File: src/rtl/core/dsd_pkg.sv
// Shared types, constants and segment table for the digit sequencer.
package dsd_pkg;

    localparam int unsigned QUEUE_DEPTH = 2;

    localparam int unsigned NUM_W = 14;
    localparam logic [15:0] NUM_MAX = 16'd9999;
    localparam logic [9:0]  AXIS_MAX = 10'd99;

    // floor(n / 10) == (n * DIV10_RECIP) >> DIV10_SHIFT for every n up to 9999
    localparam logic [12:0] DIV10_RECIP = 13'd6554;
    localparam int unsigned DIV10_SHIFT = 16;

    localparam logic [1:0] POS_THOUSANDS = 2'd0;
    localparam logic [1:0] POS_HUNDREDS  = 2'd1;
    localparam logic [1:0] POS_TENS      = 2'd2;
    localparam logic [1:0] POS_ONES      = 2'd3;

    typedef logic [NUM_W-1:0] num_t;

    // one run of digits: start at pos, step left until the number runs out or stop is reached
    typedef struct packed {
        logic       en;
        num_t       num;
        logic [1:0] pos;
        logic [1:0] stop;
    } run_t;

    typedef struct packed {
        run_t a;
        run_t b;
    } entry_t;

    function automatic logic [6:0] seg_of(input logic [3:0] digit);
        logic [6:0] seg;
        case (digit)
            4'd0:    seg = 7'h3F;
            4'd1:    seg = 7'h06;
            4'd2:    seg = 7'h5B;
            4'd3:    seg = 7'h4F;
            4'd4:    seg = 7'h66;
            4'd5:    seg = 7'h6D;
            4'd6:    seg = 7'h7D;
            4'd7:    seg = 7'h07;
            4'd8:    seg = 7'h7F;
            4'd9:    seg = 7'h67;
            default: seg = 7'h3F;
        endcase
        return seg;
    endfunction

endpackage

File: src/rtl/core/dsd_front.sv
// Front end: classify a request into up to two digit runs.
module dsd_front
    import dsd_pkg::*;
(
    input  logic        cmd,
    input  logic [15:0] value,
    input  logic [9:0]  x_dev,
    input  logic [9:0]  y_dev,
    output entry_t      entry,
    output logic        lit
);

    always_comb
    begin
        if (cmd == 1'b0)
        begin
            entry.a.en   = (value <= NUM_MAX);
            entry.a.num  = value[NUM_W-1:0];
            entry.a.pos  = POS_ONES;
            entry.a.stop = POS_THOUSANDS;
            entry.b.en   = 1'b0;
            entry.b.num  = '0;
            entry.b.pos  = POS_ONES;
            entry.b.stop = POS_TENS;
        end
        else
        begin
            // x on positions 1 and 0, y on positions 3 and 2
            entry.a.en   = (x_dev <= AXIS_MAX);
            entry.a.num  = NUM_W'(x_dev);
            entry.a.pos  = POS_HUNDREDS;
            entry.a.stop = POS_THOUSANDS;
            entry.b.en   = (y_dev <= AXIS_MAX);
            entry.b.num  = NUM_W'(y_dev);
            entry.b.pos  = POS_ONES;
            entry.b.stop = POS_TENS;
        end
    end

    // drop requests that light nothing
    assign lit = entry.a.en | entry.b.en;

endmodule

File: src/rtl/core/dsd_fifo.sv
// Short queue of classified requests between front and back.
module dsd_fifo
    import dsd_pkg::*;
#(
    parameter int unsigned DEPTH = QUEUE_DEPTH
)
(
    input  logic   clk,
    input  logic   rst_n,
    input  logic   wr_en,
    input  entry_t wr_data,
    output logic   full,
    input  logic   rd_en,
    output entry_t rd_data,
    output logic   rd_valid
);

    localparam int unsigned PTR_W = (DEPTH > 1) ? $clog2(DEPTH) : 1;
    localparam int unsigned CNT_W = $clog2(DEPTH + 1);
    localparam logic [PTR_W-1:0] PTR_LAST = PTR_W'(DEPTH - 1);
    localparam logic [CNT_W-1:0] CNT_FULL = CNT_W'(DEPTH);

    entry_t           mem_reg [DEPTH];
    logic [PTR_W-1:0] wr_ptr_reg, wr_ptr_next;
    logic [PTR_W-1:0] rd_ptr_reg, rd_ptr_next;
    logic [CNT_W-1:0] count_reg, count_next;

    assign full     = (count_reg == CNT_FULL);
    assign rd_valid = (count_reg != '0);
    assign rd_data  = mem_reg[rd_ptr_reg];

    always_comb
    begin
        wr_ptr_next = wr_ptr_reg;
        rd_ptr_next = rd_ptr_reg;
        count_next  = count_reg;
        if (wr_en)
        begin
            wr_ptr_next = (wr_ptr_reg == PTR_LAST) ? '0 : wr_ptr_reg + 1'b1;
        end
        if (rd_en)
        begin
            rd_ptr_next = (rd_ptr_reg == PTR_LAST) ? '0 : rd_ptr_reg + 1'b1;
        end
        if (wr_en && !rd_en)
        begin
            count_next = count_reg + 1'b1;
        end
        else if (!wr_en && rd_en)
        begin
            count_next = count_reg - 1'b1;
        end
    end

    always_ff @(posedge clk or negedge rst_n)
    begin
        if (!rst_n)
        begin
            wr_ptr_reg <= '0;
            rd_ptr_reg <= '0;
            count_reg  <= '0;
        end
        else
        begin
            wr_ptr_reg <= wr_ptr_next;
            rd_ptr_reg <= rd_ptr_next;
            count_reg  <= count_next;
        end
    end

    always_ff @(posedge clk)
    begin
        if (wr_en)
        begin
            mem_reg[wr_ptr_reg] <= wr_data;
        end
    end

endmodule

File: src/rtl/core/dsd_back.sv
// Back end: peel one decimal digit a cycle while results are popped and drive the result register.
module dsd_back
    import dsd_pkg::*;
(
    input  logic       clk,
    input  logic       rst_n,
    input  logic       q_valid,
    input  entry_t     q_data,
    output logic       q_pop,
    output logic       empty,
    input  logic       pop,
    output logic [1:0] digit_pos,
    output logic [6:0] segments,
    output logic       last
);

    localparam int unsigned PROD_W = NUM_W + $bits(DIV10_RECIP);

    logic       active_reg, active_next;
    num_t       n_reg, n_next;
    logic [1:0] pos_reg, pos_next;
    logic [1:0] stop_reg, stop_next;
    logic       b_pend_reg, b_pend_next;
    run_t       b_reg, b_next;

    logic       out_valid_reg, out_valid_next;
    logic [1:0] out_pos_reg, out_pos_next;
    logic [6:0] out_seg_reg, out_seg_next;
    logic       out_last_reg, out_last_next;

    logic [PROD_W-1:0] prod;
    num_t              quot;
    num_t              quot_x10;
    num_t              rem;
    logic              advance;
    logic              fire;
    logic              run_more;
    logic              job_done;
    logic              load;

    // divide by ten through the reciprocal, then recover the remainder
    assign prod     = PROD_W'(n_reg) * PROD_W'(DIV10_RECIP);
    assign quot     = NUM_W'(prod[PROD_W-1:DIV10_SHIFT]);
    assign quot_x10 = NUM_W'({quot, 3'b000}) + NUM_W'({quot, 1'b0});
    assign rem      = n_reg - quot_x10;

    assign advance  = !out_valid_reg || pop;
    assign fire     = active_reg && advance;
    assign run_more = (quot != '0) && (pos_reg != stop_reg);
    assign job_done = fire && !run_more && !b_pend_reg;
    assign load     = q_valid && (!active_reg || job_done);
    assign q_pop    = load;

    always_comb
    begin
        active_next = active_reg;
        n_next      = n_reg;
        pos_next    = pos_reg;
        stop_next   = stop_reg;
        b_pend_next = b_pend_reg;
        b_next      = b_reg;
        if (load)
        begin
            active_next = 1'b1;
            b_next      = q_data.b;
            if (q_data.a.en)
            begin
                n_next      = q_data.a.num;
                pos_next    = q_data.a.pos;
                stop_next   = q_data.a.stop;
                b_pend_next = q_data.b.en;
            end
            else
            begin
                n_next      = q_data.b.num;
                pos_next    = q_data.b.pos;
                stop_next   = q_data.b.stop;
                b_pend_next = 1'b0;
            end
        end
        else if (fire)
        begin
            if (run_more)
            begin
                n_next   = quot;
                pos_next = pos_reg - 1'b1;
            end
            else if (b_pend_reg)
            begin
                n_next      = b_reg.num;
                pos_next    = b_reg.pos;
                stop_next   = b_reg.stop;
                b_pend_next = 1'b0;
            end
            else
            begin
                active_next = 1'b0;
            end
        end
    end

    always_comb
    begin
        out_valid_next = out_valid_reg;
        out_pos_next   = out_pos_reg;
        out_seg_next   = out_seg_reg;
        out_last_next  = out_last_reg;
        if (advance)
        begin
            out_valid_next = fire;
            out_pos_next   = pos_reg;
            out_seg_next   = seg_of(rem[3:0]);
            out_last_next  = !run_more && !b_pend_reg;
        end
    end

    always_ff @(posedge clk or negedge rst_n)
    begin
        if (!rst_n)
        begin
            active_reg    <= 1'b0;
            b_pend_reg    <= 1'b0;
            out_valid_reg <= 1'b0;
        end
        else
        begin
            active_reg    <= active_next;
            b_pend_reg    <= b_pend_next;
            out_valid_reg <= out_valid_next;
        end
    end

    always_ff @(posedge clk)
    begin
        n_reg        <= n_next;
        pos_reg      <= pos_next;
        stop_reg     <= stop_next;
        b_reg        <= b_next;
        out_pos_reg  <= out_pos_next;
        out_seg_reg  <= out_seg_next;
        out_last_reg <= out_last_next;
    end

    assign empty     = !out_valid_reg;
    assign digit_pos = out_pos_reg;
    assign segments  = out_seg_reg;
    assign last      = out_last_reg;

endmodule

File: src/rtl/core/decimal_seven_segment_digit_sequencer.sv
// A pushed item is queued, loaded into the digit engine, and its first digit registered for output.
// Throughput: one digit result per cycle, while results are popped, from the back end's shared
// divide-by-ten step; an item lights 1 to 4 digits, items that light nothing take no back-end time.
// The request queue (QUEUE_DEPTH entries) lets the front keep accepting while digits drain.
// Reset: rst_n clears the queue, the digit engine and the result register; no result is pending.
module decimal_seven_segment_digit_sequencer
    import dsd_pkg::*;
#(
    parameter int unsigned DEPTH = QUEUE_DEPTH
)
(
    input  logic        clk,
    input  logic        rst_n,
    input  logic        push,
    output logic        full,
    input  logic        cmd,
    input  logic [15:0] value,
    input  logic [9:0]  x_dev,
    input  logic [9:0]  y_dev,
    output logic        empty,
    input  logic        pop,
    output logic [1:0]  digit_pos,
    output logic [6:0]  segments,
    output logic        last
);

    entry_t front_entry;
    logic   front_lit;
    logic   q_wr;
    entry_t q_data;
    logic   q_valid;
    logic   q_pop;

    dsd_front u_front (
        .cmd   (cmd),
        .value (value),
        .x_dev (x_dev),
        .y_dev (y_dev),
        .entry (front_entry),
        .lit   (front_lit)
    );

    assign q_wr = push && !full && front_lit;

    dsd_fifo #(
        .DEPTH (DEPTH)
    ) u_fifo (
        .clk      (clk),
        .rst_n    (rst_n),
        .wr_en    (q_wr),
        .wr_data  (front_entry),
        .full     (full),
        .rd_en    (q_pop),
        .rd_data  (q_data),
        .rd_valid (q_valid)
    );

    dsd_back u_back (
        .clk       (clk),
        .rst_n     (rst_n),
        .q_valid   (q_valid),
        .q_data    (q_data),
        .q_pop     (q_pop),
        .empty     (empty),
        .pop       (pop),
        .digit_pos (digit_pos),
        .segments  (segments),
        .last      (last)
    );

endmodule
File: config.mk
export PLATFORM = sky130hd
export DESIGN_NAME = decimal_seven_segment_digit_sequencer
export DESIGN_NICKNAME = d
export VERILOG_FILES = /design/src/rtl/core/dsd_pkg.sv /design/src/rtl/core/dsd_front.sv /design/src/rtl/core/dsd_fifo.sv /design/src/rtl/core/dsd_back.sv /design/src/rtl/core/decimal_seven_segment_digit_sequencer.sv
export SDC_FILE = /design/constraint.sdc
export NUM_CORES = 1
export LEC_CHECK = 0
export ABC_AREA = 1
export BUFFER_PORTS_ARGS = -buffer_cell sky130_fd_sc_hd__buf_4
export CORE_UTILIZATION = 50
export CTS_BUF_LIST = sky130_fd_sc_hd__clkbuf_2 sky130_fd_sc_hd__clkbuf_4 sky130_fd_sc_hd__clkbuf_8
export DETAILED_ROUTE_END_ITERATION = 16
export GPL_ROUTABILITY_DRIVEN = 1
export PLACE_DENSITY = 0.68
export SLEW_MARGIN = 20
export SYNTH_ARGS = -nofsm -noshare
export SYNTH_HDL_FRONTEND = slang
export SYNTH_SLANG_ARGS = --single-unit
export TNS_END_PERCENT = 10
File: constraint.sdc
create_clock -name clk -period 7.3 [get_ports clk]
set_clock_uncertainty 0.2 [all_clocks]
set_input_delay 1.46 -clock clk [delete_from_list [all_inputs] [get_ports clk]]
set_output_delay 1.46 -clock clk [all_outputs]
set_load 0.03 [all_outputs]
==> run summary <==
Synth cell count leaders - nand2_1, inv_1, ha_1
TritonCTS Buffers - 9
CORE AREA - 0.0159 sq mm
Largest stage delay, worst path - 0.58 ns
CP Class - reg -> reg
First-pass GRT wire length - 28100 microns
Sequential share of the synthesized area - 35.5%
Clock Sinks - 98
Synth Area in Simple Gates - 20.5%
Area leader, netlist - edfxtp_1
Critical path startpoint category - register
Count leader, synth - nand2_1
Hold Crit Class - reg -> reg
Worst-path clk slew - 0.10 ns
Slowest CP cell - edfxtp_1
Top FF cell, synth - edfxtp_1
Slew Limit Fails - 0
TritonRoute pass-1 iters - 4
Later-pin clock latency in the skew report - 0.38 ns
Initial antenna violation count - 0
Yosys reg bits - 98
Mean Syn Cell Area - 8.81 sq um
Worst-margin pin slew - 0.478 ns
IO Port Bufs - 52
Distinct cells, synth - 44
Final Hold Fails - 0
Number of diodes - 0
Post-Synth Adder-Cell Area - 27.6%
Vias - 5812
Arrival time at the worst endpoint - 6.44 ns
Status - finished clean
H-tree depth - 3
F_max - 157 MHz
Root buf cell - clkbuf_8
Area grow syn2layout - 10.6%
Vias per cell - 4.83
RSZ-0062 raised after global routing - no
Post-synthesis cell area - 0.00819 sq mm
Pin count of the biggest net entering global routing - 30
Post-synthesis compound-gate area fraction - 4.05%
Cells after DPL - 1188
NumNets Final - 1177
Synth Area in XOR/XNOR - 1.07%
Setup Buffers After CTS - 0
Synth top area share - 33.4%
Non-Filler Instances - 1204
Worst EP required - 7.36 ns
Placer Congestion - 0.933
Initial Utilization - 51.3%
Multiplexer area fraction after synthesis - 1.59%
Die Wd - 130 microns
Final period utilization - 87.5%
Largest cells by area after synthesis - edfxtp_1, ha_1, nand2_1, fa_1, inv_1
Post-cts resize count - 0
Worst Path Max Fanout - 19
Final WL - 16600 microns
Post-synth EDFFs - 91
Std cell rows - 46
DRC - 0
CP dominant cell by count - nand2_1
# IOs - 53
Die Y - 130 microns
DIE AREA - 0.0169 sq mm
Worst Setup End Kind - register
Grt ovf - 0
Vias in the first global route - 5816
Routed Antenna Nets - 0
Syn nets - 1123
Gate Count Post-Synth - 929
Initial DRC Count - 284
CTS tree - yes
Slew margin rel. - 67.9%
Max reg flops - 54
Period minus WS final - 6.38 ns
Layout cells sized above 1 - 10.4%
Setup TNS - 0 ns
Reg2reg setup slack - 0.92 ns
Final HPWL from detailed placement - 13700 microns
Warnings, synthesis - 0
WL/cell - 13.8 microns
Overall routing resource usage - 21.8%
CTS Hold Bufs - 0
Largest family of logic cells by synthesized area - adder cells
Final Setup Violations - 0
# Max-Cap Violations - 0
Post-synth ARST share - 7.14%
CTS Buffer Depth - 2
[layer usage]
metal | up-vias | part of all wire (%) | GRT usage [%] | wire (microns)
met5 | - | 0 | 0 | 0
met4 | 0 | 1.8 | 5.20 | 294
met3 | 19 | 3.0 | 3.94 | 506
met2 | 89 | 47 | 37.3 | 7860
met1 | 2647 | 48 | 28.8 | 7940
li1 | 3057 | - | - | -
[placed cells by master, fill, tap and decap left out, types with 3 or more instances in the layout]
cell      instances
nor2_2            4
dfrtp_1           7
nand2_1         266
or2_2             5
edfxtp_1         91
ha_1            107
xor2_1            7
nor2_1           43
nand4_1           3
nor3_1            6
fa_1             46
o21bai_1          3
inv_1           187
mux2i_1          13
nand3_1          39
buf_4            58
nand3b_1          3
clkbuf_8          9
a21oi_1          23
o21ai_0          24
nand2_2           7
xnor2_1           3
[final timing paths]
kind	from	endpoint	depth (start not counted)
min	u_fifo.count_reg[1]	u_back.active_reg	2
max in group asynchronous	rst_n	u_back.out_valid_reg	1
max reg2reg	u_back.n_reg[1]	u_fifo.count_reg[1]	29
max	u_back.n_reg[1]	u_fifo.count_reg[1]	29
min reg2reg	u_fifo.count_reg[1]	u_back.active_reg	2
min in group asynchronous	rst_n	u_back.active_reg	1
[cell families (layout without fill, tap and decap cells)]
family                   after synthesis  in the layout
AO/OA/AOI/OAI                         60             60
XOR/XNOR                              10             10
adder cells (fa/ha/maj)              153            153
buffers and inverters                205            264
flip-flops                            98             98
multiplexers                          13             13
AND/OR/NAND/NOR                      390            390
[cell type report]
cell class	count	area (sq um)
Clock buffer	9	124
Clock inverter	7	113
Fill cell	1466	6890
Inverter	190	713
Multi-Input combinational cell	626	4490
Sequential cell	98	2910
Tap cell	216	270
Timing Repair Buffer	58	435
[worst max-delay path, delay by kind of cell, from the launching register on]
kind | cells | cell delay, ns
adders and majority gates | 7 | 2.81
and+or+nand+nor | 14 | 1.80
DFF | 1 | 0.58
AOI/OAI and AO/OA | 3 | 0.39
xor gates and xnor gates | 2 | 0.33
buffers and inverters | 3 | 0.15
[through the flow]
step	worst slack (ns)	utilization [%]	instance area (sq um)	hold WS (ns)
3_5_place_dp	0.926	55.3	8820	0.299
2_1_floorplan	1.57	-	8190	0.269
6_report	0.915	56.8	9050	0.321
5_1_grt	0.458	56.8	9050	0.347
4_1_cts	0.895	56.8	9050	0.321
3_3_place_gp	0.937	55.3	8820	0.287
Power is not shown: default switching activity piles up to over one toggle a cycle in this logic, so the estimate is an artifact.
